--- config.mk ---
export PLATFORM = sky130hd
export DESIGN_NAME = stpm_alu
export DESIGN_NICKNAME = d
export VERILOG_FILES = /design/src/rtl/stpm_pkg.sv /design/src/rtl/stpm_alu.sv
export SDC_FILE = /design/constraint.sdc
export NUM_CORES = 1
export LEC_CHECK = 0
export BUFFER_PORTS_ARGS = -buffer_cell sky130_fd_sc_hd__buf_2
export CAP_MARGIN = 20
export CORE_MARGIN = 8
export CORE_UTILIZATION = 42
export DETAILED_ROUTE_END_ITERATION = 8
export GPL_ROUTABILITY_DRIVEN = 0
export PLACE_DENSITY = 0.76
export SYNTH_ARGS = -nofsm -noshare
export SYNTH_HDL_FRONTEND = slang
export SYNTH_SLANG_ARGS = --single-unit
--- constraint.sdc ---
create_clock -name vclk -period 5.1
set_input_delay 0.51 -clock vclk [all_inputs]
set_output_delay 0.51 -clock vclk [all_outputs]
set_load 0.01 [all_outputs]
--- src/rtl/stpm_pkg.sv ---
// ----------------------------------------------------------------------------
// stpm_pkg: shared types and constants for the sparse challenge multiplier
// Field widths, command codes and the structs between sequencer and ALU.
// ----------------------------------------------------------------------------
package stpm_pkg;

  localparam int CMD_W   = 2;
  localparam int POLY_W  = 3;
  localparam int COEFF_W = 8;
  localparam int VALUE_W = 21;
  localparam int BOUND_W = 21;
  localparam int SEC_W   = 4;
  localparam int ACC_W   = 12;
  localparam int SUM_W   = 22;

  localparam logic [BOUND_W-1:0] BOUND_RESET = 21'd524092;

  typedef enum logic [CMD_W-1:0] {
    CMD_LOAD  = 2'd0,
    CMD_CHAL  = 2'd1,
    CMD_MASK  = 2'd2,
    CMD_CLEAR = 2'd3
  } cmd_e;

  // Operands for the shared adder plus the registered sum for the norm check
  typedef struct packed {
    logic signed [SUM_W-1:0] op_a;
    logic signed [SUM_W-1:0] op_b;
    logic signed [SUM_W-1:0] z;
  } alu_req_t;

  typedef struct packed {
    logic signed [SUM_W-1:0]   sum;
    logic signed [ACC_W-1:0]   acc_sat;
    logic signed [VALUE_W-1:0] z_sat;
    logic                      oob;
  } alu_rsp_t;

endpackage

--- src/rtl/stpm_alu.sv ---
// ----------------------------------------------------------------------------
// stpm_alu: shared adder with accumulator saturation, and the norm check
// The adder serves both accumulator updates and the y + acc sum.
// ----------------------------------------------------------------------------
module stpm_alu (
  input  stpm_pkg::alu_req_t                 req_i,
  input  logic [stpm_pkg::BOUND_W-1:0]       bound_i,
  output stpm_pkg::alu_rsp_t                 rsp_o
);
  import stpm_pkg::*;

  localparam logic signed [SUM_W-1:0] ACC_MAX = SUM_W'(2047);
  localparam logic signed [SUM_W-1:0] ACC_MIN = -SUM_W'(2048);
  localparam logic signed [SUM_W-1:0] Z_MAX   = SUM_W'(1048575);
  localparam logic signed [SUM_W-1:0] Z_MIN   = -SUM_W'(1048576);

  logic signed [SUM_W-1:0] sum;
  logic        [SUM_W-1:0] mag;

  assign sum = req_i.op_a + req_i.op_b;

  always_comb begin
    rsp_o.sum = sum;
    if (sum > ACC_MAX) begin
      rsp_o.acc_sat = ACC_W'(ACC_MAX);
    end else if (sum < ACC_MIN) begin
      rsp_o.acc_sat = ACC_W'(ACC_MIN);
    end else begin
      rsp_o.acc_sat = ACC_W'(sum);
    end

    // Bound check on the exact sum, then clip to the output range
    mag = req_i.z[SUM_W-1] ? SUM_W'(-req_i.z) : SUM_W'(req_i.z);
    rsp_o.oob = (mag >= {1'b0, bound_i});
    if (req_i.z > Z_MAX) begin
      rsp_o.z_sat = VALUE_W'(Z_MAX);
    end else if (req_i.z < Z_MIN) begin
      rsp_o.z_sat = VALUE_W'(Z_MIN);
    end else begin
      rsp_o.z_sat = VALUE_W'(req_i.z);
    end
  end

endmodule

# --- Word level (Yosys, flattened, before mapping) ---
# Cells that the tools add are included.
word_totals:
  ff_bits: 0
  out_inout_bits: 56
  inputBits: 87
  wordCells: 12
op_classes:
  mux: 5
  magnitude_cmp: 5
  add_sub_neg: 2
ops:
  columns: ["operator", "count"]
  rows:
  - ["$mux 21", 2]
  - ["$mux 12", 2]
  - ["$add 22x22->22", 1]
  - ["$ge 22x21->1", 1]
  - ["$gt 22x12->1 const B", 1]
  - ["$gt 22x21->1 const B", 1]
  - ["$lt 22x12->1 const B", 1]
  - ["$lt 22x21->1 const B", 1]
  - ["$mux 22", 1]
  - ["$neg 22->22", 1]

# --- Depth between registers and ports, before layout ---
# Gate-level depths: netlist of run 1.
depth:
  ltp_word: 4
  depth_mapped: 16
  mapped_depth_nobuf: 16

# --- Worst setup path before layout of run 1 ---
# OpenSTA, ideal clock, no wires.
synth_path:
  kind: "in2out"
  start: "in req_i[0] (netlist bit)"
  end: "out rsp_o[0] (netlist bit)"
  arrival_time_ns: 3.596
  path_buffers: 0
  path_slack_ns: 0.994
  path_stages: 14
  required_time_ns: 4.590
  cell_sequence: "inv_1 > ha_1 > nand2b_1 > or4_1 > or2_1 > or3_1 > or4_1 > o41ai_2 > xnor2_1 > ha_1 > and4_1 > a21oi_1 > nand2_1 > a311o_1"
synth_lines:
  columns: ["item", "line", "text"]
  rows:
  - ["start: declaration", "stpm_alu.sv:6", "input stpm_pkg::alu_req_t req_i,"]
  - ["end: declaration", "stpm_alu.sv:8", "output stpm_pkg::alu_rsp_t rsp_o"]

==> flow_metrics.env, run 1 <==
export IMPL_fin_nets=665
export IMPL_power_leakage_nw=1.780
export IMPL_ys_types=59
export IMPL_dieWidth_um=95.02
export IMPL_wl_per_cell_um=14.14
export IMPL_ys_warn_count=0
export IMPL_place_ws_ns=0.4852
export IMPL_layout_drive_gt1_share_pct=29.70
export IMPL_instances_no_fill=607
export IMPL_cts_hold_buffers_added=0
export IMPL_syn_cell_area_um2=2623
export IMPL_tns_ns=0
export IMPL_grt_pass1_wl_mm=13.99
export IMPL_grt_usage_pct=17.90
export IMPL_grt_pass1_vias=3307
export IMPL_worst_slack_ns=0.4805
export IMPL_critPathCaptureType="output port"
export IMPL_relSlewSlack_pct=27.15
export IMPL_core_area_um2=5991
export IMPL_cts_resized=0
export IMPL_arrival_ns=4.11
export IMPL_min_delay_start="req_i[1]"
export IMPL_initial_utilization_pct=43.78
export IMPL_worstSetupStartpoint="req_i[0]"
export IMPL_synth_area_per_cell_um2=6.491
export IMPL_rows=28
export IMPL_max_cap_violations=0
export IMPL_grt_start_max_net_pins=44
export IMPL_period_share_pct=90.58
export IMPL_regArea_um2=0
export IMPL_grt_antenna_before_repair=0
export IMPL_hold_path_cell_count=4
export IMPL_design_seq_count=0
export IMPL_dieArea_um2=9029
export IMPL_syn2layout_area_growth_pct=28.53
export IMPL_syn_instance_count=404
export IMPL_path_cells="buf_2 -> inv_1 -> ha_1 -> nand2b_1 -> or4_1 -> or2_1 -> or3_1 -> or4_1 -> o31ai_1 -> xnor2_1 -> ha_1 -> and4_1 -> a21oi_1 -> nand2_1 -> a311o_1 -> buf_2"
export IMPL_worst_pin_slew_ns=1.079
export IMPL_io_buffers=143
export IMPL_critPathKind="input port to output port"
export IMPL_yosysSeqAreaShare_pct=0
export IMPL_path_max_fanout=4
export IMPL_finalHoldViolations=0
export IMPL_outcome="complete, no violations"
export IMPL_syn_nets=535
export IMPL_dp_cells=607
export IMPL_fill_cells=604
export IMPL_min_period_ns=4.619
export IMPL_diodes=0
export IMPL_slowest_delay_ns=0.48
export IMPL_setup_violations=0
export IMPL_ir_drop_mv=0.1041
export IMPL_power_density_nw_per_um2=146.5
export IMPL_drc_errors=0
export IMPL_fin_area_um2=3371
export IMPL_synthTopCellsByArea="ha_1 (21%), xnor2_1 (8.7%), o21ai_0 (8.6%), inv_1 (6.3%), nand2_1 (5.9%)"
export IMPL_fp_dieH_um=95.02
export IMPL_synth_top_area_cell="ha_1"
export IMPL_yosys_top_cells_count="o21ai_0 (45), inv_1 (44), ha_1 (43), nand2_1 (41), nor2_1 (35)"
export IMPL_dpl_hpwl_mm=7.421
export IMPL_hp_class="input port to output port"
export IMPL_post_cts_buffers=0
export IMPL_total_power_mw=0.4937
export IMPL_critPathRequiredTime_ns=4.59
export IMPL_max_freq_mhz=216.5
export IMPL_io_pins=143
export IMPL_synth_top_area_share_pct=20.52
export IMPL_wl_mm=8.585
export IMPL_cp_endpoint="rsp_o[0]"
export IMPL_crit_path_top_delay_cell="or4_1"
export IMPL_slew_viol_final=0
export IMPL_dr_total_vias=3285
export IMPL_drtAntennaViolNets=0
export IMPL_nClkBuffers=0
export IMPL_post_dp_cell_area_um2=3371
export IMPL_dr_first_iter_drc_count=99
export IMPL_synthMostInstantiatedCell="o21ai_0"
export IMPL_vias_per_cell=5.412
export IMPL_drtPass1Iterations=4
export IMPL_overflow=0
export IMPL_start_kind="input port"
export IMPL_grt_setup_unrepaired="false"
## layout by cell type, fill, tap and decap left out, drive strengths merged, types with 6 or more instances in the layout
cell / n
xor2: 11
nand2b: 9
buf: 144
nand3: 8
nand2: 41
a21oi: 30
inv: 44
xnor2: 26
or3: 6
a21o: 12
or4: 6
nor2: 35
ha: 43
o21ai: 56
## metrics by stage
| step | util [%] | hold slack [ns] |
|---|---|---|
| after CTS | 56.27 | 1.371 |
| after global placement | 56.27 | 1.357 |
| after floorplan | - | 1.122 |
| after global routing | 56.27 | 1.401 |
| final | 56.27 | 1.371 |
| after detailed placement | 56.27 | 1.372 |
## worst max-delay path, delay by kind of cell
| kind | cells | cell delay [ns] |
|---|---|---|
| buffers and inverters | 3 | 0.34 |
| adder cells (fa/ha/maj) | 2 | 0.42 |
| XOR/XNOR | 1 | 0.16 |
| AND/OR/NAND/NOR | 7 | 1.86 |
| AO/OA/AOI/OAI | 3 | 0.80 |
## layer usage
layer	vias up	wire length, µm	track usage [%]
li1	1685	-	-
met1	1486	3638	20.66
met2	110	4211	34.65
met3	4	683	2.752
met4	0	52	1.691
met5	-	0	0
## power breakdown
| group | leakage, nW | total, mW | internal (mW) | switching (mW) |
|---|---|---|---|---|
| Sequential | 0 | 0 | 0 | 0 |
| Combinational | 1.78 | 0.494 | 0.210 | 0.284 |
| Clock | 0 | 0 | 0 | 0 |
## worst min path at each step
stage / to
3_3_place_gp: rsp_o[2]
5_1_grt: rsp_o[2]
2_1_floorplan: rsp_o[21]
6_report: rsp_o[2]
4_1_cts: rsp_o[1]
3_5_place_dp: rsp_o[2]
## area by class of cell
cell class / instances / area [µm²] / area share, %
inverter: 44 / 165.2 / 4.900
multi-input combinational: 344 / 2389 / 70.86
tap: 75 / 93.84 / 2.784
timing repair buffer: 144 / 723.2 / 21.46
## kinds of logic (layout without fill, tap and decap cells)
kind of cell / count (synthesis) / after routing / synth area share, %
adders and majority gates: 44 / 44 / 21.28
AOI/OAI and AO/OA: 129 / 129 / 31.68
xor gates and xnor gates: 37 / 37 / 12.36
muxes: 1 / 1 / 0.3817
and+or+nand+nor: 133 / 133 / 25.38
buffers and inverters: 60 / 188 / 8.922
Power figures use the tool's default switching activity.
==> run 2, diff against run 1 <==
--- a/config.mk
+++ b/config.mk
@@ -7,11 +7,13 @@
 export LEC_CHECK = 0
 export BUFFER_PORTS_ARGS = -buffer_cell sky130_fd_sc_hd__buf_2
 export CAP_MARGIN = 20
+export CELL_PAD_IN_SITES_DETAIL_PLACEMENT = 1
+export CELL_PAD_IN_SITES_GLOBAL_PLACEMENT = 2
 export CORE_MARGIN = 8
-export CORE_UTILIZATION = 42
+export CORE_UTILIZATION = 23
 export DETAILED_ROUTE_END_ITERATION = 8
 export GPL_ROUTABILITY_DRIVEN = 0
-export PLACE_DENSITY = 0.76
+export PLACE_DENSITY_LB_ADDON = 0.1
 export SYNTH_ARGS = -nofsm -noshare
 export SYNTH_HDL_FRONTEND = slang
 export SYNTH_SLANG_ARGS = --single-unit
==> run 2 against run 1 <==
Cell count grew 11%. Routed wire length grew 20%. Via count shrank 0.43%. Count of clock-buffer cells in the layout is the same. Total power grew 2.4%. Worst setup slack lost 0.027 ns. Maximum frequency shrank 0.58%. Critical path depth grew 1. Non-clock buffer count grew 1. Combinational power grew 2%. Highest routed layer is now met3.
==> flow_metrics.env, run 2 (synthesized netlist as in run 1, its figures left out) <==
export IMPL_outcome="complete, no violations"
export IMPL_rows=39
export IMPL_max_cap_violations=0
export IMPL_power_density_nw_per_um2=146.0
export IMPL_nClkBuffers=0
export IMPL_vias_per_cell=4.839
export IMPL_overflow=0
export IMPL_post_dp_cell_area_um2=3463
export IMPL_relSlewSlack_pct=54.56
export IMPL_min_period_ns=4.646
export IMPL_max_freq_mhz=215.2
export IMPL_comb_power_share_pct=100.0
export IMPL_dr_first_iter_drc_count=45
export IMPL_final_util_pct=30.72
export IMPL_grt_pass1_wl_mm=16.79
export IMPL_finalHoldViolations=0
export IMPL_switching_power_mw=0.2928
export IMPL_slew_viol_final=0
export IMPL_path_max_fanout=4
export IMPL_dr_total_vias=3271
export IMPL_syn2layout_area_growth_pct=32.06
export IMPL_hp_class="input port to output port"
export IMPL_post_cts_buffers=0
export IMPL_cp_top_family="simple AND/OR/NAND/NOR gates"
export IMPL_grt_usage_pct=13.04
export IMPL_dieArea_um2=15070
export IMPL_p_sw_share_pct=57.89
export IMPL_crit_path_top_delay_cell="or4_1"
export IMPL_setup_violations=0
export IMPL_dp_cells=676
export IMPL_start_kind="input port"
export IMPL_ir_drop_mv=0.06158
export IMPL_fill_cells=1505
export IMPL_regArea_um2=0
export IMPL_p_seq_share_pct=0
export IMPL_arrival_ns=4.14
export IMPL_critPathBufInv=3
export IMPL_critPathKind="input port to output port"
export IMPL_io_buffers=143
export IMPL_path_cells="buf_2 -> inv_1 -> ha_1 -> nand2b_1 -> or4_1 -> or2_1 -> or3_1 -> or4_1 -> o41ai_2 -> xnor2_1 -> ha_1 -> a21oi_1 -> nor2b_1 -> o21ai_0 -> nand2_1 -> a311o_1 -> buf_2"
export IMPL_cts_hold_buffers_added=0
export IMPL_fin_nets=666
export IMPL_layout_commonest_cell="buf_2"
export IMPL_design_seq_count=0
export IMPL_drtPass1Iterations=4
export IMPL_fp_dieH_um=122.8
export IMPL_instances_no_fill=676
export IMPL_fin_hold_ws_ns=1.354
export IMPL_layout_drive_gt1_share_pct=29.83
export IMPL_grt_antenna_before_repair=0
export IMPL_power_leakage_nw=1.785
export IMPL_wl_mm=10.34
export IMPL_critPathRequiredTime_ns=4.59
export IMPL_initial_utilization_pct=23.27
export IMPL_clkPwrFrac_pct=0
export IMPL_multi_input_area_um2=2389
export IMPL_dpl_hpwl_mm=9.092
export IMPL_grt_pass1_vias=3468
export IMPL_slowest_delay_ns=0.49
export IMPL_critPathCaptureType="output port"
export IMPL_diodes=0
export IMPL_internal_power_mw=0.2129
export IMPL_dieWidth_um=122.8
export IMPL_wl_per_cell_um=15.30
export IMPL_tns_ns=0
export IMPL_layout_common_cells="buf_2 (143), o21ai_0 (45), inv_1 (44), ha_1 (43), nand2_1 (41)"
export IMPL_core_area_um2=11270
export IMPL_worst_pin_slew_ns=0.6817
export IMPL_drtAntennaViolNets=0
export IMPL_grt_start_max_net_pins=44
export IMPL_drc_errors=0
export IMPL_cts_resized=0
export IMPL_io_pins=143
export IMPL_grt_setup_unrepaired="false"
export IMPL_period_share_pct=91.10
export IMPL_fin_area_um2=3463
==> run 2: worst paths after layout <==
path,startpoint,end,slack (ns),cells past startpoint
worst max-delay path,req_i[0],rsp_o[0],0.45,17
worst min-delay path,req_i[44],rsp_o[34],1.35,3
==> run 2: worst min-delay path, delay by kind of cell <==
kind       cells  cell delay [ns]
fa+ha+maj      1             0.13
buf+inv        2             0.21
==> run 2: final cells by class <==
type,count,share of cell area [%]
repair buffers,145,21.10
multi-input cells,344,68.97
inverters,44,4.769
well taps,143,5.166
==> run 2: power by group through the flow <==
| stage | registers (mW) | logic, mW | clock network, mW |
|---|---|---|---|
| 2_1_floorplan | 0 | 0.313 | 0 |
| 3_3_place_gp | 0 | 0.508 | 0 |
| 3_5_place_dp | 0 | 0.513 | 0 |
| 4_1_cts | 0 | 0.517 | 0 |
| 5_1_grt | 0 | 0.567 | 0 |
| 6_report | 0 | 0.506 | 0 |
==> run 2: stage by stage <==
| step | setup slack [ns] | total power [mW] |
|---|---|---|
| after global routing | 0.2839 | 0.5668 |
| after floorplan | 0.9939 | 0.3134 |
| after detailed placement | 0.4774 | 0.5130 |
| after global placement | 0.5748 | 0.5080 |
| after CTS | 0.4701 | 0.5165 |
| final | 0.4537 | 0.5057 |
==> run 2: per-layer routing <==
layer	share of wire, %	wire length (µm)	vias to the layer above	GRT usage (%)
met1	45	4627	1508	16.11
met5	0	0	-	0
met3	5.6	576	0	1.886
li1	-	-	1683	-
met2	50	5140	80	24.57
met4	0	0	0	0
