<file path="src/rtl/stpm_pkg.sv">
// ----------------------------------------------------------------------------
// stpm_pkg: shared types and constants for the sparse challenge multiplier
// Field widths, command codes and the structs between sequencer and ALU.
// ----------------------------------------------------------------------------
package stpm_pkg;

  localparam int CMD_W   = 2;
  localparam int POLY_W  = 3;
  localparam int COEFF_W = 8;
  localparam int VALUE_W = 21;
  localparam int BOUND_W = 21;
  localparam int SEC_W   = 4;
  localparam int ACC_W   = 12;
  localparam int SUM_W   = 22;

  localparam logic [BOUND_W-1:0] BOUND_RESET = 21'd524092;

  typedef enum logic [CMD_W-1:0] {
    CMD_LOAD  = 2'd0,
    CMD_CHAL  = 2'd1,
    CMD_MASK  = 2'd2,
    CMD_CLEAR = 2'd3
  } cmd_e;

  // Operands for the shared adder plus the registered sum for the norm check
  typedef struct packed {
    logic signed [SUM_W-1:0] op_a;
    logic signed [SUM_W-1:0] op_b;
    logic signed [SUM_W-1:0] z;
  } alu_req_t;

  typedef struct packed {
    logic signed [SUM_W-1:0]   sum;
    logic signed [ACC_W-1:0]   acc_sat;
    logic signed [VALUE_W-1:0] z_sat;
    logic                      oob;
  } alu_rsp_t;

endpackage

</file>
<file path="src/rtl/stpm_seq.sv">
// ----------------------------------------------------------------------------
// stpm_seq: command sequencer and accumulator sweep control
// Walks secret and accumulator RAMs one entry per cycle, owns the output word.
// ----------------------------------------------------------------------------
module stpm_seq #(
  parameter int DEGREE       = 256,
  parameter int POLY_COUNT   = 5,
  parameter int SECRET_RANGE = 4
) (
  input  logic                                   clk_i,
  input  logic                                   rst_ni,
  input  logic                                   in_valid_i,
  output logic                                   in_ready_o,
  input  logic [stpm_pkg::CMD_W-1:0]             cmd_i,
  input  logic [stpm_pkg::POLY_W-1:0]            poly_index_i,
  input  logic [stpm_pkg::COEFF_W-1:0]           coeff_index_i,
  input  logic signed [stpm_pkg::VALUE_W-1:0]    value_i,
  output logic                                   out_valid_o,
  input  logic                                   out_ready_i,
  output logic signed [stpm_pkg::VALUE_W-1:0]    z_value_o,
  output logic                                   out_of_bound_o,
  output logic                                   rejected_o,
  output logic                                   sec_we_o,
  output logic [$clog2(DEGREE*POLY_COUNT)-1:0]   sec_waddr_o,
  output logic [stpm_pkg::SEC_W-1:0]             sec_wdata_o,
  output logic [$clog2(DEGREE*POLY_COUNT)-1:0]   sec_raddr_o,
  input  logic [stpm_pkg::SEC_W-1:0]             sec_rdata_i,
  output logic                                   acc_we_o,
  output logic [$clog2(DEGREE*POLY_COUNT)-1:0]   acc_waddr_o,
  output logic [stpm_pkg::ACC_W-1:0]             acc_wdata_o,
  output logic [$clog2(DEGREE*POLY_COUNT)-1:0]   acc_raddr_o,
  input  logic [stpm_pkg::ACC_W-1:0]             acc_rdata_i,
  output stpm_pkg::alu_req_t                     alu_req_o,
  input  stpm_pkg::alu_rsp_t                     alu_rsp_i
);
  import stpm_pkg::*;

  localparam int SLOTS  = DEGREE * POLY_COUNT;
  localparam int SLOT_W = $clog2(SLOTS);
  localparam int DEG_W  = $clog2(DEGREE);
  localparam int CMP_W  = ((DEG_W > COEFF_W) ? DEG_W : COEFF_W) + 1;

  localparam logic signed [VALUE_W-1:0] SEC_MAX = VALUE_W'(SECRET_RANGE);
  localparam logic signed [VALUE_W-1:0] SEC_MIN = -VALUE_W'(SECRET_RANGE);
  localparam logic signed [VALUE_W-1:0] ONE_P   = VALUE_W'(1);
  localparam logic signed [VALUE_W-1:0] ONE_N   = -VALUE_W'(1);

  typedef enum logic [8:0] {
    ST_INIT  = 9'b000000001,
    ST_IDLE  = 9'b000000010,
    ST_LOAD  = 9'b000000100,
    ST_CHAL  = 9'b000001000,
    ST_DRAIN = 9'b000010000,
    ST_MADDR = 9'b000100000,
    ST_MSUM  = 9'b001000000,
    ST_CLEAR = 9'b010000000,
    ST_DONE  = 9'b100000000
  } state_e;

  state_e state_q, state_d;

  // latched input word
  cmd_e                       cmd_q;
  logic [POLY_W-1:0]          poly_q;
  logic [COEFF_W-1:0]         coeff_q;
  logic signed [VALUE_W-1:0]  value_q;

  // sweep counters
  logic [SLOT_W-1:0] slot_q, slot_d;
  logic [SLOT_W-1:0] base_q, base_d;
  logic [DEG_W-1:0]  t_q, t_d;
  logic [DEG_W-1:0]  pos_q, pos_d;
  logic              wrap_q, wrap_d;

  // read-modify-write stage
  logic              s1_valid_q;
  logic [SLOT_W-1:0] wr_addr_q;
  logic              flip_q;

  logic signed [SUM_W-1:0] z_q, z_d;

  logic                      out_valid_q, out_valid_d;
  logic signed [VALUE_W-1:0] out_z_q, out_z_d;
  logic                      out_oob_q, out_oob_d;
  logic                      reject_q, reject_d;

  logic              accept;
  logic              poly_ok, coeff_ok, range_ok, chal_ok, slot_free;
  logic [SLOT_W-1:0] row_addr, chal_addr;
  logic signed [SEC_W-1:0]   sec_rd;
  logic signed [ACC_W-1:0]   acc_rd;
  logic signed [VALUE_W-1:0] sec_clip;
  logic signed [SUM_W-1:0]   delta;

  assign accept    = in_valid_i && in_ready_o;
  assign in_ready_o = (state_q == ST_IDLE);
  assign slot_free = !out_valid_q || out_ready_i;

  assign poly_ok  = {1'b0, poly_q} < (POLY_W + 1)'(POLY_COUNT);
  assign coeff_ok = CMP_W'(coeff_q) < CMP_W'(DEGREE);
  assign range_ok = poly_ok && coeff_ok;
  assign chal_ok  = coeff_ok && ((value_q == ONE_P) || (value_q == ONE_N));

  assign row_addr  = SLOT_W'(SLOT_W'(poly_q) * SLOT_W'(DEGREE) + SLOT_W'(coeff_q));
  assign chal_addr = base_q + SLOT_W'(pos_q);

  assign sec_rd = sec_rdata_i;
  assign acc_rd = acc_rdata_i;

  // secret clip
  always_comb begin
    if (value_q > SEC_MAX) begin
      sec_clip = SEC_MAX;
    end else if (value_q < SEC_MIN) begin
      sec_clip = SEC_MIN;
    end else begin
      sec_clip = value_q;
    end
  end

  assign sec_we_o    = (state_q == ST_LOAD) && range_ok;
  assign sec_waddr_o = row_addr;
  assign sec_wdata_o = SEC_W'(sec_clip);
  assign sec_raddr_o = slot_q;

  assign acc_raddr_o = (state_q == ST_CHAL) ? chal_addr : row_addr;

  // clear sweep or the write-back of the accumulator update
  always_comb begin
    if ((state_q == ST_INIT) || (state_q == ST_CLEAR)) begin
      acc_we_o    = 1'b1;
      acc_waddr_o = slot_q;
      acc_wdata_o = '0;
    end else begin
      acc_we_o    = s1_valid_q;
      acc_waddr_o = wr_addr_q;
      acc_wdata_o = alu_rsp_i.acc_sat;
    end
  end

  // shared adder operands
  always_comb begin
    delta = flip_q ? -SUM_W'(sec_rd) : SUM_W'(sec_rd);
    if (state_q == ST_MSUM) begin
      alu_req_o.op_a = SUM_W'(value_q);
      alu_req_o.op_b = range_ok ? SUM_W'(acc_rd) : '0;
    end else begin
      alu_req_o.op_a = SUM_W'(acc_rd);
      alu_req_o.op_b = delta;
    end
    alu_req_o.z = z_q;
  end

  always_comb begin
    state_d     = state_q;
    slot_d      = slot_q;
    base_d      = base_q;
    t_d         = t_q;
    pos_d       = pos_q;
    wrap_d      = wrap_q;
    z_d         = z_q;
    out_valid_d = out_valid_q && !out_ready_i;
    out_z_d     = out_z_q;
    out_oob_d   = out_oob_q;
    reject_d    = reject_q;

    case (state_q)
      ST_INIT: begin
        slot_d = slot_q + 1'b1;
        if (slot_q == SLOT_W'(SLOTS - 1)) begin
          slot_d  = '0;
          state_d = ST_IDLE;
        end
      end
      ST_IDLE: begin
        if (accept) begin
          case (cmd_e'(cmd_i))
            CMD_LOAD:  state_d = ST_LOAD;
            CMD_CHAL:  state_d = ST_CHAL;
            CMD_MASK:  state_d = ST_MADDR;
            CMD_CLEAR: state_d = ST_CLEAR;
            default:   state_d = ST_DONE;
          endcase
          slot_d = '0;
          base_d = '0;
          t_d    = '0;
          pos_d  = DEG_W'(coeff_index_i);
          wrap_d = 1'b0;
        end
      end
      ST_LOAD: begin
        state_d = ST_DONE;
      end
      ST_CHAL: begin
        if (!chal_ok) begin
          state_d = ST_DONE;
        end else begin
          slot_d = slot_q + 1'b1;
          if (t_q == DEG_W'(DEGREE - 1)) begin
            t_d    = '0;
            base_d = base_q + SLOT_W'(DEGREE);
            pos_d  = DEG_W'(coeff_q);
            wrap_d = 1'b0;
            if (slot_q == SLOT_W'(SLOTS - 1)) begin
              state_d = ST_DRAIN;
            end
          end else begin
            t_d = t_q + 1'b1;
            if (pos_q == DEG_W'(DEGREE - 1)) begin
              pos_d  = '0;
              wrap_d = 1'b1;
            end else begin
              pos_d = pos_q + 1'b1;
            end
          end
        end
      end
      ST_DRAIN: begin
        state_d = ST_DONE;
      end
      ST_MADDR: begin
        state_d = ST_MSUM;
      end
      ST_MSUM: begin
        z_d     = alu_rsp_i.sum;
        state_d = ST_DONE;
      end
      ST_CLEAR: begin
        slot_d = slot_q + 1'b1;
        if (slot_q == SLOT_W'(SLOTS - 1)) begin
          slot_d  = '0;
          state_d = ST_DONE;
        end
      end
      ST_DONE: begin
        if (slot_free) begin
          out_valid_d = 1'b1;
          out_z_d     = '0;
          out_oob_d   = 1'b0;
          if (cmd_q == CMD_MASK) begin
            out_z_d   = alu_rsp_i.z_sat;
            out_oob_d = alu_rsp_i.oob;
            reject_d  = reject_q || alu_rsp_i.oob;
          end else if (cmd_q == CMD_CLEAR) begin
            reject_d = 1'b0;
          end
          state_d = ST_IDLE;
        end
      end
      default: begin
        state_d = ST_IDLE;
      end
    endcase
  end

  always_ff @(posedge clk_i or negedge rst_ni) begin
    if (!rst_ni) begin
      state_q     <= ST_INIT;
      slot_q      <= '0;
      s1_valid_q  <= 1'b0;
      out_valid_q <= 1'b0;
      reject_q    <= 1'b0;
    end else begin
      state_q     <= state_d;
      slot_q      <= slot_d;
      s1_valid_q  <= (state_q == ST_CHAL) && chal_ok;
      out_valid_q <= out_valid_d;
      reject_q    <= reject_d;
    end
  end

  always_ff @(posedge clk_i) begin
    if (accept) begin
      cmd_q   <= cmd_e'(cmd_i);
      poly_q  <= poly_index_i;
      coeff_q <= coeff_index_i;
      value_q <= value_i;
    end
    base_q    <= base_d;
    t_q       <= t_d;
    pos_q     <= pos_d;
    wrap_q    <= wrap_d;
    wr_addr_q <= chal_addr;
    flip_q    <= (value_q == ONE_N) ^ wrap_q;
    z_q       <= z_d;
    out_z_q   <= out_z_d;
    out_oob_q <= out_oob_d;
  end

  assign out_valid_o    = out_valid_q;
  assign z_value_o      = out_z_q;
  assign out_of_bound_o = out_oob_q;
  assign rejected_o     = reject_q;

endmodule

</file>
<file path="config.mk">
export PLATFORM = sky130hd
export DESIGN_NAME = stpm_seq
export DESIGN_NICKNAME = d
export VERILOG_FILES = /design/src/rtl/stpm_pkg.sv /design/src/rtl/stpm_seq.sv
export SDC_FILE = /design/constraint.sdc
export NUM_CORES = 1
export LEC_CHECK = 0
export BUFFER_PORTS_ARGS = -buffer_cell sky130_fd_sc_hd__buf_2
export CAP_MARGIN = 20
export CORE_MARGIN = 3
export CORE_UTILIZATION = 52
export CTS_CLUSTER_DIAMETER = 120
export CTS_CLUSTER_SIZE = 28
export DETAILED_ROUTE_END_ITERATION = 10
export PLACE_DENSITY = 0.95
export SLEW_MARGIN = 20
export SYNTH_ARGS = -nofsm -noshare
export SYNTH_HDL_FRONTEND = slang
export SYNTH_SLANG_ARGS = --single-unit
</file>
<file path="constraint.sdc">
create_clock -name clk_i -period 6.17 [get_ports clk_i]
set_input_delay 0.617 -clock clk_i [delete_from_list [all_inputs] [get_ports clk_i]]
set_output_delay 0.617 -clock clk_i [all_outputs]
set_load 0.03 [all_outputs]
</file>
# Word-level counts from Yosys, hierarchy flattened
# Index checks and enable logic that the tools add are counted.
# totals
register_bits	141
inputBits	110
output_inout_bits	153
wordCells	123
# classes
add_sub_neg	7
order_cmp	3
eq_ne	28
muxes	43
bitwise	1
n_reduce_logical	23
# ops
op	n
$mux W11	7
$mux W9	7
$pmux W9 S7	1
$mux W8	7
$mux W22	2
$mux W44	1
$pmux W9 S4	1
$pmux W11 S3	1
$pmux W8 S2	2
$add A11 B8 Y11	2
$neg A4 Y22	1
$pmux W11 S2	1
$eq A21 B1 Y1 const B	1
$eq A21 B2 Y1 const B	1
$gt A21 B4 Y1 const B	1
$lt A21 B3 Y1 const B	1
$add A8 B1 Y8 const B	2
$eq A8 B8 Y1 const B	2
$mux W12	1
$add A11 B1 Y11 const B	1
$add A11 B9 Y11 const B	1
$eq A11 B11 Y1 const B	1
$eq A9 B1 Y1 const B	1
$eq A9 B2 Y1 const B	1
other kinds (29)	58

# Logic depth before layout (Yosys ltp)
# Gate-level depths: netlist of the first run.
# depth
depth_word	5
depth_mapped	8
depth_no_buf	7

# Least setup slack after synthesis of the first run
# OpenSTA, ideal clock, no wires.
# synth_timing
kind	flip-flop to output port
startpoint	register state_q[1]
endpoint	output port alu_req_o[36] in the netlist's numbering
arrival_time_ns	2.335
required_time_ns	5.553
slack_ns	3.218
stages_incl_launch_ff	8
path_buffers	3
cell_sequence	dfrtp_1 -> nor4_1 -> nor2b_1 -> nand3_1 -> clkbuf_1 -> buf_2 -> a21oi_1 -> buf_4
# synth_rtl
element	line_no	source
from (decl)	stpm_seq.sv:60	state_e state_q, state_d;
from (signal assigned)	stpm_seq.sv:264	state_q <= state_d;
to (decl)	stpm_seq.sv:33	output stpm_pkg::alu_req_t alu_req_o,

==> impl_results.md, run 1 <==
* EDFF count, synth at 98
* Largest cells by area after synthesis: edfxtp_1 (46%), dfrtp_1 (8.5%), nand2_1 (6.3%), and2_1 (4.3%), dfxtp_1 (3.7%)
* Worst slew pin tran at 944 ps
* H-tree depth at 4
* Post-CTS sizing at 0
* Fin. Hold Viols at 0
* Detailed placer's ending HPWL at 12700 um
* Vias per std cell at 5.43
* Final Util at 69.5%
* FF+latch count, synth at 133
* Die area at approximately 14000 sq um
* Deepest clock path buffer count at 2
* Layout cells sized above 1 at a little under two fifths
* Diodes inserted at 0
* Crit end category: output port
* I/O pin total at 263
* Clk_skew at 9.74 ps
* Post-Syn Area at around 6500 sq um
* Slowest CP cell: clkinv_1
* Ys Warns at 0
* Vias at between 5k and 6k
* CTS tree: yes
* Yosys cell types at 59
* CTS Buf Count at 17
* Worst-path fanout max at 30
* Wire length per cell at around 17 um
* Clock-pin slew on the worst setup and hold paths at approximately 60 ps
* Largest net degree at the start of global routing at 42
* Hold Crit Class: in2async
* Nets at 960
* Share of the synthesized area in the top cell type at 45.6%
* Total power at 3400 uW
* Critical path arrival at roughly 3800 ps
* Die W at ~120 um
* Area leader, netlist: edfxtp_1
* Gpl congestion at 0.897
* Unrepaired setup endpoints after global routing: false
* Rows at 40
* Async SR Flop Fraction at between 10% and 20%
* Die span in y at roughly 120 um
* Outcome: complete, no violations
* Finish-stage setup viols at 0
* Starting Density at 53.5%
* Ys flop type: edfxtp_1
* Hold_ws at about 180 ps
* IO buf count at approximately 260
* Critical Path RT at 5550 ps
* Clk sinks at around 130
* Setup TNS at 0 ps
* Skew-Pair Late Insertion Delay at 410 ps
* Pre-CTS WS at 2230 ps
* Count leader, synth: nand2_1
* Critical path class: reg2out
* Clk root buf: clkbuf_16
* Syn_nets at a little over 700
* Max stage delay on crit path at 780 ps
* Crit share post-route at 71.8%
* Pre-Repair DR Iteration Count at 5
* Worst path cell trace: nor4_1 -> nor2b_1 -> nand3_1 -> clkinv_1 -> buf_4 -> a211o_1 -> nand2_1 -> buf_2
* Synth-to-layout area growth at 30.0%
* Max-cap violations at 0
* GRT Overall Usage at 24.9%
* Post-CTS repair timing setup buffer count at 0
* Peak VDD IR at ~0.24 mV
* Detailed router's first-iteration violation count at 536
* Total wire length at 17200 um
* Initial antenna violation count at 0
* Syn_area_per_cell at 10.9 sq um
* Period minus WS final at 4430 ps
* Cell Pwr Density at 406 nW/um^2
* DRT antenna net count at 0
* Critical Path Start Type: flip-flop
* Slew headroom at 37.0%
* Cells after Synth at 590
* Total gr overflow at 0
* Highest Clock Rate at 0.226 GHz
* Hold-fix buffers at CTS at 0
* Register area share after synthesis at between 50% and 60%
* Worst-case reg-to-reg path depth at 5
* Core ar. at 12100 sq um
* Slew Limit Fails at 0
* First-pass GRT wire length at 27400 um
* DR DRC count at 0
* Vias in the first global route at 5262
* Most instantiated cells after synthesis: nand2_1 (108), edfxtp_1 (98), and2_1 (44)
* Leak Pwr at approximately 0.0038 uW
* Setup WS post-layout at 1740 ps
## power by group
part	switching (uW)	internal, uW
registers	171	1170
clock network	353	613
logic	755	340
total	1280	2130
## stage by stage
step	cell area, sq um	std cells
3_5_place_dp	7820	991
3_3_place_gp	7810	991
2_1_floorplan	6450	590
6_report	8390	1023
4_1_cts	8390	1023
5_1_grt	8390	1023
## worst paths after layout
kind / start / to / slack, ps
min in group clk_i: poly_index_i[1] / poly_q[1]$_DFFE_PP_ / 380
worst max-delay path: state_q[0]$_DFFE_PN1P_ / alu_req_o[32] / 1740
worst min register to register: base_q[10]$_SDFFCE_PN0P_ / wr_addr_q[10]$_DFF_P_ / 440
worst max register to register: state_q[1]$_DFFE_PN0P_ / z_q[18]$_DFFE_PP_ / 3010
worst min-delay path: rst_ni / sec_raddr_o[3]$_DFFE_PN0P_ / 180
max in group asynchronous: rst_ni / state_q[0]$_DFFE_PN1P_ / 5610
## per-layer routing
metal	up-vias	wire length, um	global-route usage (%)	part of all wire (%)
li1	2624	-	-	-
met1	2563	6860	31.6	40
met2	320	8450	40.3	49
met3	44	1420	5.98	8.2
met4	0	485	12.0	2.8
met5	-	0	0	0
## flip-flops by register name (all words and copies together) (netlist names)
register        flops
out_valid_o         1
value_q            21
state_q             9
flip_q              1
wrap_q              1
rejected_o          1
t_q                 8
z_value_o          21
out_of_bound_o      1
pos_q               8
sec_raddr_o        11
wr_addr_q          11
poly_q              3
coeff_q             8
base_q              3
s1_valid_q          1
z_q                22
cmd_q               2
## logic make-up (layout without fill, tap and decap cells)
group,count (synthesis),after routing,share of synthesized area [%]
xor gates and xnor gates,17,17,2.31
DFF,133,133,58.3
buffers and inverters,48,313,3.88
AOI/OAI and AO/OA,85,85,9.23
and+or+nand+nor,287,287,22.7
muxes,12,12,2.06
adders and majority gates,8,8,1.55
## cell type report
type	instances	area, sq um
flip-flops and latches	133	3760
fillers	903	3670
multi-input cells	409	2440
repair buffers	267	1350
clock buffers	23	468
well taps	168	210
clock inverters	9	103
inverters	14	52.6
## layout by cell type, fill, tap and decap left out, types with 13 or more instances in the layout
cell	n
clkbuf_16	17
nor2_1	36
and2_1	44
dfrtp_1	22
o21ai_0	21
inv_1	13
nand3_1	27
nor3_1	17
nand2_1	108
a21oi_1	18
buf_2	262
edfxtp_1	98
## critical path, delay by kind of cell, from the launching register on
family | cells | cell delay [ps]
buf+inv | 3 | 1470
simple gates | 4 | 930
flops | 1 | 580
compound gates | 1 | 390
Note: power is estimated with default switching activity, not from simulation.
==> run 2, diff against run 1 <==
ABC_AREA = 1   (was unset)
CORE_UTILIZATION = 49   (was 52)
PLACE_DENSITY = 0.92   (was 0.95)
clock period = 4.6 ns   (was 6.17 ns; I/O delays follow)
==> run 2 against run 1 <==
Against the previous run: global-route usage down 0.14 points; register-to-register slack worse by 1300 ps; die area up 7.7%; clock power up 37%; sequential cell count unchanged; cell count up 17%; routed wire length up 7.8%; synthesized area up 1.9%; critical path type unchanged; sequential share of layout area down 0.99 points; combinational power up 85%; critical path depth unchanged; worst setup slack worse by 740 ps.
==> impl_results.md, run 2 <==
* Outcome: complete, no violations
* Period minus WS final at about 3600 ps
* Max-cap violations at 0
* Ys flop type: edfxtp_1
* Cell Pwr Density at 616 nW/um^2
* Largest register FFs at 22
* Xor/xnor share of the synthesized area at 1.87%
* Register area at 3760 sq um
* Fin. Hold Viols at 0
* Slew headroom at 37.6%
* Worst-case reg-to-reg path depth at 8
* Setup TNS at 0 ps
* GRT Overall Usage at 24.7%
* Cells after Synth at 758
* Peak VDD IR at 0.328 mV
* Gpl congestion at 0.988
* Share of the synthesized area in the top cell type at between 40% and 50%
* Multi-input logic area at 2290 sq um
* Detailed router's first-iteration violation count at 455
* Worst-path fanout max at 37
* IO buf count at about 260
* Post-synthesis mux area share at 0%
* Leak Pwr at roughly 0.0043 uW
* Post-CTS repair timing setup buffer count at 0
* Count leader, synth: nand2_1
* Starting Density at 51.0%
* Most instantiated cells after synthesis: nand2_1 (225), edfxtp_1 (98), nor2_1 (98)
* Most frequent cells in the layout: buf_2 (262), nand2_1 (225), edfxtp_1 (98)
* DR DRC count at 0
* Crit share post-route at 78.3%
* Post-Syn Area at 6570 sq um
* Simple-Gate Fraction of Synth Area at 25.8%
* Vias per std cell at about 5.1
* Post-Synth Adder-Cell Area at 1.52%
* Unrepaired setup endpoints after global routing: false
* Critical Path RT at around 4100 ps
* I/O pin total at 263
* Commonest non-fill, non-tap cell in the layout: buf_2
* Finished Layout Cells at ~1.2k
* Die area at 14800 sq um
* Vias in the first global route at about 5.8k
* Detailed placer's ending HPWL at 14200 um
* Async SR Flop Fraction at 17.3%
* H-tree depth at 4
* Largest family of logic cells by synthesized area: simple AND/OR/NAND/NOR gates
* Synth-to-layout area growth at 30.5%
* Dpl cells at around 1.2k
* Highest Clock Rate at 0.278 GHz
* Wire length per cell at 15.5 um
* Reg with most FFs: z_q
* Hold-fix buffers at CTS at 0
* Critical path arrival at 3140 ps
* Final Util at 66.6%
* FF+latch count, synth at 133
* Rows at 41
* Die W at roughly 120 um
* Post-synthesis compound-gate area fraction at between 5 and 6%
* Syn_area_per_cell at 8.67 sq um
* Die span in y at 122 um
* Core ar. at around 13000 sq um
* Deepest clock path buffer count at 2
* EDFF count, synth at 98
* Critical path class: reg2out
* Syn_nets at ~880
* Critical Path Start Type: flip-flop
* Slew Limit Fails at 0
* Clock-pin slew on the worst setup and hold paths at about 60 ps
* R2R setup slack at 1750 ps
* Clk_skew at 14.6 ps
* Total power at 5280 uW
* Yosys cell types at 32
* # fillers at slightly above 1k
* Largest cells by area after synthesis: edfxtp_1 (45%), nand2_1 (13%), dfrtp_1 (8.4%), nor2_1 (5.6%), inv_1 (5.3%)
* CTS Buf Count at 17
* Vias at 6124
* Largest net degree at the start of global routing at 38
* Crit end category: output port
* Skew-Pair Late Insertion Delay at 420 ps
* Clk sinks at 133
* Total gr overflow at 0
* Hold Crit Class: in2async
* Diodes inserted at 0
* Register area share after synthesis at a little under three fifths
* Initial antenna violation count at 1
* Post-CTS sizing at 0
* Nets at 1132
* Ys Warns at 0
* Finish-stage setup viols at 0
* First-pass GRT wire length at 28200 um
* DRT antenna net count at 0
* Layout cells sized above 1 at 31.6%
* Worst slew pin tran at 934 ps
* Clk root buf: clkbuf_16
* Pre-Repair DR Iteration Count at 6
* Hold_ws at 19.7 ps
* Total wire length at about 19000 um
* CTS tree: yes
* Area leader, netlist: edfxtp_1
-- run 2: cell count changes in the layout (fill, tap and decap cells not counted), moves of 14 or more --
cell	change
nor2_1	+60
nand3_1	+14
nand2_1	+117
inv_1	+80
and2_1	-44
o21ai_0	+29
-- run 2: routing by layer --
metal / vias to the layer above / share of wire, % / wire, um / global-route usage [%]
met5: - / 0.065 / 12 / 0
met4: 2 / 2.8 / 525 / 9.31
met3: 52 / 9.1 / 1700 / 6.64
met2: 321 / 50 / 9350 / 41.9
met1: 2804 / 38 / 6960 / 30.4
li1: 2945 / - / - / -
-- run 2: final timing paths --
path,to,from
worst min register to register,wr_addr_q[4]$_DFF_P_,pos_q[4]$_DFFE_PP_
worst max register to register,pos_q[6]$_DFFE_PP_,state_q[0]$_DFFE_PN1P_
worst min-delay path,out_valid_o$_DFF_PN0_,rst_ni
min in group clk_i,z_q[14]$_DFFE_PP_,alu_rsp_i[48]
max in group asynchronous,state_q[0]$_DFFE_PN1P_,rst_ni
worst max-delay path,alu_req_o[38],state_q[1]$_DFFE_PN0P_
-- run 2: layout make-up --
type                            instances  share of cell area, %
Sequential cell                       133                   43.8
Inverter                              101                   4.42
Timing Repair Buffer                  265                   15.6
Multi-Input combinational cell        496                   26.7
Clock inverter                          8                  0.671
Tap cell                              172                   2.51
Clock buffer                           24                   6.24
-- run 2: cell families (layout without fill, tap and decap cells) --
family / Yosys count / count (layout)
compound gates: 70 / 70
fa+ha+maj: 8 / 8
xor+xnor: 14 / 14
buf+inv: 129 / 398
flops: 133 / 133
simple gates: 404 / 404
-- run 2: power breakdown --
part	switching, uW	internal (uW)
Clock	500	818
Sequential	222	1700
Combinational	1520	524
Total	2240	3040
-- run 2: critical path: stages, from the launching register on --
cell and delay [ps]:
dfrtp_1 410, nor2_2 130, nand2_2 100, nor2_4 150, nand2_2 370, inv_1 750, nand3_1 330, nand2_1 240
buf_2 230
-- run 2: per-stage QoR --
| step | cell area (sq um) | setup WS [ps] |
|---|---|---|
| 2_1_floorplan | 6570 | 1910 |
| 3_3_place_gp | 7970 | 1620 |
| 3_5_place_dp | 7970 | 1500 |
| 4_1_cts | 8560 | 1050 |
| 5_1_grt | 8580 | 746 |
| 6_report | 8580 | 997 |
